==> config.mk <==
export PLATFORM = sky130hd
export DESIGN_NAME = pbb_ctrl
export DESIGN_NICKNAME = d
export VERILOG_FILES = /design/src/rtl/pbb_pkg.sv /design/src/rtl/pbb_ctrl.sv
export SDC_FILE = /design/constraint.sdc
export NUM_CORES = 1
export LEC_CHECK = 0
export CAP_MARGIN = 40
export CELL_PAD_IN_SITES_DETAIL_PLACEMENT = 0
export CELL_PAD_IN_SITES_GLOBAL_PLACEMENT = 1
export CORE_MARGIN = 5
export CORE_UTILIZATION = 33
export DETAILED_ROUTE_END_ITERATION = 6
export DONT_BUFFER_PORTS = 1
export PLACE_DENSITY = 0.6
export SKIP_LAST_GASP = 1
export SLEW_MARGIN = 20
export SYNTH_ARGS = -nofsm -noshare
export SYNTH_HDL_FRONTEND = slang
export SYNTH_SLANG_ARGS = --single-unit
==> constraint.sdc <==
create_clock -name clk -period 2.1 [get_ports clk]
set_input_delay 0.315 -clock clk [delete_from_list [all_inputs] [get_ports clk]]
set_output_delay 0.315 -clock clk [all_outputs]
set_load 0.02 [all_outputs]
==> src/rtl/pbb_pkg.sv <==
// ----------------------------------------------------------------------------
// pbb_pkg: shared definitions for the page bitmap blitter
// Geometry constants, operation codes and the control/status bundles that
// pass between the controller and the datapath.
// ----------------------------------------------------------------------------
package pbb_pkg;

    // Framebuffer geometry
    localparam int FB_COLUMNS   = 128;
    localparam int FB_PAGES     = 8;
    localparam int FRAME_BYTES  = FB_COLUMNS * FB_PAGES;
    // Sprite store size, a power of two so the index wraps by truncation
    localparam int SPRITE_BYTES = 1024;

    localparam int FB_AW  = $clog2(FRAME_BYTES);
    localparam int SPR_AW = $clog2(SPRITE_BYTES);

    // Page counters: start page up to 31 plus up to 33 pages walked
    localparam int PAGE_W = 7;
    // Column position x + c, up to 510
    localparam int COL_W  = 9;
    // Framebuffer row base (page * FB_COLUMNS), for start pages up to 31
    localparam int ROW_W  = 16;

    localparam int ADDR_W  = 10;
    localparam int COUNT_W = 11;
    localparam logic [COUNT_W-1:0] TOUCH_MAX = 11'h7ff;

    localparam logic [7:0] BYTE_ONES = 8'hff;
    localparam logic [2:0] ROW_MASK  = 3'b111;

    // Operation codes
    typedef enum logic [1:0] {
        OP_LOAD  = 2'd0,
        OP_BLIT  = 2'd1,
        OP_READ  = 2'd2,
        OP_WRITE = 2'd3
    } op_t;

    // Controller to datapath
    typedef struct packed {
        logic accept;      // word taken from the input channel
        logic clear_step;  // zero one framebuffer byte of the clearing pass
        logic rd_a;        // read frame byte and current sprite byte
        logic rd_b;        // read sprite byte of the page above
        logic wr;          // merge and write back, next column
        logic next_page;   // advance to the next page
        logic out_zero;    // load output register with an all-zero result
        logic out_result;  // load output register with the read or blit result
    } pbb_cmd_t;

    // Datapath to controller
    typedef struct packed {
        op_t  in_op;       // operation of the word on the input channel
        logic page_go;     // current page is inside the blit and the screen
        logic col_go;      // current column is inside the blit and the screen
        logic clear_last;  // clearing pass is at its last byte
    } pbb_status_t;

endpackage

==> src/rtl/pbb_ctrl.sv <==
// ----------------------------------------------------------------------------
// pbb_ctrl: sequencer of the page bitmap blitter
// Runs the clearing pass, takes request words, steps a blit through its
// pages and columns and owns the response valid flag.
// ----------------------------------------------------------------------------
module pbb_ctrl (
    input  logic                  clk,
    input  logic                  rst_n,
    input  logic                  in_valid,
    output logic                  in_ready,
    output logic                  out_valid,
    input  logic                  out_ready,
    input  pbb_pkg::pbb_status_t  status,
    output pbb_pkg::pbb_cmd_t     cmd
);

    typedef enum logic [6:0] {
        ST_CLEAR  = 7'b0000001,
        ST_IDLE   = 7'b0000010,
        ST_PAGE   = 7'b0000100,
        ST_COL    = 7'b0001000,
        ST_RD_B   = 7'b0010000,
        ST_WR     = 7'b0100000,
        ST_FINISH = 7'b1000000
    } state_t;

    state_t state_reg, state_next;
    logic   out_valid_reg, out_valid_next;
    logic   out_free;
    logic   accept;

    // Output register can take a word when empty or draining now
    assign out_free = !out_valid_reg || out_ready;
    assign in_ready = (state_reg == ST_IDLE) && out_free;
    assign accept   = in_valid && in_ready;

    // Next state and commands
    always_comb
    begin
        state_next     = state_reg;
        out_valid_next = out_valid_reg && !out_ready;
        cmd            = '0;
        cmd.accept     = accept;
        case (state_reg)
            ST_CLEAR:
            begin
                cmd.clear_step = 1'b1;
                if (status.clear_last)
                begin
                    state_next = ST_IDLE;
                end
            end
            ST_IDLE:
            begin
                if (accept)
                begin
                    case (status.in_op)
                        pbb_pkg::OP_BLIT:
                        begin
                            state_next = ST_PAGE;
                        end
                        pbb_pkg::OP_READ:
                        begin
                            state_next = ST_FINISH;
                        end
                        default:
                        begin
                            cmd.out_zero   = 1'b1;
                            out_valid_next = 1'b1;
                        end
                    endcase
                end
            end
            ST_PAGE:
            begin
                state_next = status.page_go ? ST_COL : ST_FINISH;
            end
            ST_COL:
            begin
                if (status.col_go)
                begin
                    cmd.rd_a   = 1'b1;
                    state_next = ST_RD_B;
                end
                else
                begin
                    cmd.next_page = 1'b1;
                    state_next    = ST_PAGE;
                end
            end
            ST_RD_B:
            begin
                cmd.rd_b   = 1'b1;
                state_next = ST_WR;
            end
            ST_WR:
            begin
                cmd.wr     = 1'b1;
                state_next = ST_COL;
            end
            ST_FINISH:
            begin
                if (out_free)
                begin
                    cmd.out_result = 1'b1;
                    out_valid_next = 1'b1;
                    state_next     = ST_IDLE;
                end
            end
            default:
            begin
                state_next = ST_IDLE;
            end
        endcase
    end

    // State registers
    always_ff @(posedge clk or negedge rst_n)
    begin
        if (!rst_n)
        begin
            state_reg     <= ST_CLEAR;
            out_valid_reg <= 1'b0;
        end
        else
        begin
            state_reg     <= state_next;
            out_valid_reg <= out_valid_next;
        end
    end

    assign out_valid = out_valid_reg;

endmodule
---- Word-level counts from Yosys, hierarchy flattened ----
Cells that the tools add are included.
Widths: inputs -> output; s select.
cells by class
  eq/ne operators ......................... 13
  divide/modulo/power cells ............... 0
  shift operators ......................... 0
  multipliers ............................. 0
  muxes and demuxes ....................... 23
  reductions and logical operators ........ 8
  $add $sub $neg .......................... 0
  bitwise operators ....................... 0
  $lt $le $gt $ge ......................... 0
operator list
  cell                count
  $pmux 7 s7          1
  $mux 7              4
  $mux 1              15
  $pmux 7 s2          1
  $eq 7x1->1 const B  1
  $eq 7x2->1 const B  1
  $eq 7x3->1 const B  1
  $eq 7x4->1 const B  1
  $eq 7x5->1 const B  1
  $eq 7x6->1 const B  1
  $eq 7x7->1 const B  1
  $ne 2x2->1 const B  3
  $mux 5              1
  $reduce_and 4->1    1
  $logic_and 1x1->1   3
  $ne 3x1->1 const B  1
  $eq 2x1->1 const B  1
  $eq 2x2->1 const B  1
  $logic_not 1->1     2
  $pmux 1 s2          1
  $reduce_or 2->1     1
  $logic_or 1x1->1    1
storage, ports and cells
  latch bits .............................. 0
  register bits after elaboration ......... 8
  memories ................................ 0
  memory bits (read-only) ................. 0
  word-level logic and storage cells ...... 46
  bits in writable memories ............... 0

---- Logic depth before layout (Yosys ltp) ----
  depth after elaboration ................. 6
  gate-level depth with buffers ........... 5

---- Worst setup path after synthesis ----
OpenSTA, ideal clock, no wires.
  path type ............................... register to output
  start ................................... reg state_reg[6]
  end ..................................... out cmd[4] (netlist bit)
  buffers on the path ..................... 0
  arrival ................................. 1.759 ns
  slack ................................... 0.026 ns
  required time ........................... 1.785 ns
  stages on the path, launching flop included .. 4
  path through ............................ dfrtp_1 -> or2_1 -> or3_1 -> nor4b_1
RTL lines
  item                      line             RTL
  start: declaration        pbb_ctrl.sv:27   state_t state_reg, state_next;
  start signal: assignment  pbb_ctrl.sv:127  state_reg <= state_next;
  end: declaration          pbb_ctrl.sv:14   output pbb_pkg::pbb_cmd_t cmd

---- Worst setup path after layout ----
  start ................................... reg state_reg[6]
  end ..................................... out cmd[3] (netlist bit)
on the way
  longest elaborated chain between the ends .. 2
ends and longest elaborated chain
  item        line            RTL
  $eq 7x6->1  pbb_ctrl.sv:44  case (state_reg)
  $mux 1      pbb_ctrl.sv:44
Every way passes these cells.

==> reports/metrics.cfg <==
[status]
status = completed

[worst_setup_path]
worstPathMaxFanout = 5
cpPeakStageDelay_ps = 400
crit_required_ps = 1780
worstReg2RegStart = state_reg[0]$_DFFE_PN1P_
r2r_end = state_reg[1]$_DFFE_PN0P_
reg2reg_slack_ps = 370
rr_worst_depth = 4
path_class = reg2out
crit_path_start_kind = flip-flop
path_cells = or2_4, or3_4, nor4b_2, buf_4
slowest_stage = dfrtp_1
end_kind = output port
arrival_ps = 1730

[sta]
post-route-min-period_ps = 2040
slew_headroom = 0.723
setup_violations = 0
rsz0062_at_grt = true
fin_tns_setup_ps = 0
fmax_mhz = 490
worst_pin_slew_ps = 415
fin_crit_sh = 0.972
final_max_slew_viol_count = 0
report.final.hold_viol_count = 0
fin_skew_ps = 6.79

[yosys]
syn_area_per_cell_um2 = 9.12
synth_top_area_share = 0.305
synth.area.top_cells = dfrtp_1, dfstp_2, o2bb2ai_1, ha_1, nand3_1
ys_types = 33
synth_adder_area_share = 0.0436
synth_fp_nets = 74
synth_compound_area_frac = 0.142
netlist_instances = 63
yosys.area.top_type = dfrtp_1
syn-cell-area_um2 = 574
synth_warnings = 0
synth_simple_gate_area_frac = 0.375
yosysSeqAreaShare = 0.351
synth_xor_area_frac = 0.0153
synthMuxAreaShare = 0
synth_seq_cells = 8
synth_top_family_by_area = simple AND/OR/NAND/NOR gates

[clock_network]
clockRootBuffer = clkbuf_4
post-cts-setup-buffers = 0
clk_pin_slew_worst_paths_ps = 60
htree_levels = 1
cts_made_buffers = 3
cts_tree = done
clkSinkCount = 8
cts_buffer_depth = 2
clk_latency_ps = 260

[final_layout]
final_layout_size_suffix_gt1_frac = 0.311
fin_cells = 91
final_common_cell = buf_4
multiInputGateArea_um2 = 350
diodes = 0
syn2layout_area_growth_pct = 21.1
nFillCells = 174
finish.utilization = 0.412
largest_reg_flops = 7
nets = 86
layout_common_cells = buf_4, dfrtp_1, inv_1
ff_latch_area_um2 = 201

[placement]
placedCellCount = 86
gp_congestion = 0.783
hpwl_um = 1070
io_buffers = 0

[hold_path]
hold_class = in2reg
min_path_cells = 1
holdCritStartpoint = status[0]
hold_end = state_reg[0]$_DFFE_PN1P_

[die]
start_util = 0.340
io_pins = 19
fp.dieW_um = 51.7
die_h_um = 51.7
die_area_mm2 = 0.00267
placeableCoreArea_mm2 = 0.00169
rows = 15

[grt]
grt.total_usage = 0.108
grt.overflow.total = 0
grt_start_max_net_pins = 9
grt_pass1_wl_um = 2140
grt_pass1_vias = 491
antenna_found_initial = 0

[route]
routedWlPerCell_um = 14.2
ant_nets = 0
wirelength_met1_um = 633
vias_per_cell = 5.42
drc = 0
met3_length_um = 67
drtIter0Drc = 9
routed_wl_um = 1300
first_pass_iters = 4
wl_met2_um = 575
vias = 493
highest_layer = met4

[power_and_ir_drop]
leakage_nw = 0.321
peakVddDrop_v = 0.000426
powerDensity_mw_per_mm2 = 1130

[run]
cap_violations = 0

==> cells in the mapped netlist <==
cell type,instances
dfrtp_1,7
or3_1,2
nand2b_1,2
or2_1,1
nand2_1,2
dfstp_2,1
nor2b_2,1
nand4b_1,2
a211oi_1,1
nor2_1,5
o2111ai_1,1
o2bb2ai_1,3
or3b_1,1
and2_1,1
nand3_1,4
nor4_1,2
a21o_1,1
xor2_1,1
nor4b_1,2
o211ai_1,2
and3_1,2
o22ai_1,1
o21ai_0,2
buf_4,1
buf_2,1
buf_6,1
or3_4,1
ha_1,2
nor2b_1,2
nor3_1,1
nor4b_2,1
inv_1,5
nor3_2,1
==> metrics by stage <==
stage / total power [mW] / setup slack [ps] / cell area [um2] / hold slack, ps
after floorplan: 0.523 / 25.7 / 574 / 19.4
after global placement: 0.626 / 312 / 639 / 19.6
after detailed placement: 0.629 / 273 / 639 / 19.6
after CTS: 0.771 / -3.67 / 682 / 82.4
after global routing: 0.850 / -24.1 / 696 / 74.2
final: 0.789 / 59.7 / 696 / 87.0
==> repair_timing <==
item,CTS,global route
resized for setup,1,5
hold endpoints to repair,8,0
endpoints found under the setup margin,1,5
hold buffers,1,0
==> how the worst max path moves through the flow <==
stage / from / end / depth (start not counted)
2_1_floorplan: state_reg[6]$_DFFE_PN0P_ / cmd[4] / 3
3_3_place_gp: state_reg[6]$_DFFE_PN0P_ / cmd[4] / 4
3_5_place_dp: state_reg[6]$_DFFE_PN0P_ / cmd[4] / 4
4_1_cts: state_reg[6]$_DFFE_PN0P_ / cmd[3] / 4
5_1_grt: state_reg[6]$_DFFE_PN0P_ / cmd[3] / 4
6_report: state_reg[6]$_DFFE_PN0P_ / cmd[3] / 4
==> critical path: cells and delay by family, from the launching register on <==
kind / cells / cell delay [ps]
flip-flops: 1 / 400
buffers and inverters: 1 / 190
AND/OR/NAND/NOR: 3 / 870
==> final cells by class <==
class | count | share of cell area
Multi-Input combinational cell | 47 | 0.504
Sequential cell | 8 | 0.290
Timing Repair Buffer | 10 | 0.112
Clock buffer | 4 | 0.0378
Tap cell | 17 | 0.0306
Inverter | 5 | 0.0270
==> power breakdown <==
group          internal, mW  switching, mW  total [mW]  leakage, nW
Sequential            0.190         0.0513       0.242        0.103
Combinational         0.188          0.228       0.416        0.203
Clock                0.0731         0.0582       0.131       0.0150
==> kinds of logic (layout without fill, tap and decap cells) <==
family,count (synthesis),in the layout
fa+ha+maj,2,2
flops,8,8
xor+xnor,1,1
buf+inv,8,19
simple gates,33,33
compound gates,11,11
==> routing by layer <==
metal,vias to the layer above,GRT usage
met5,-,0
met2,17,0.165
met1,221,0.142
met4,0,0.0393
met3,2,0.0344
li1,253,-
No activity file was read; power rests on OpenSTA's default activity.
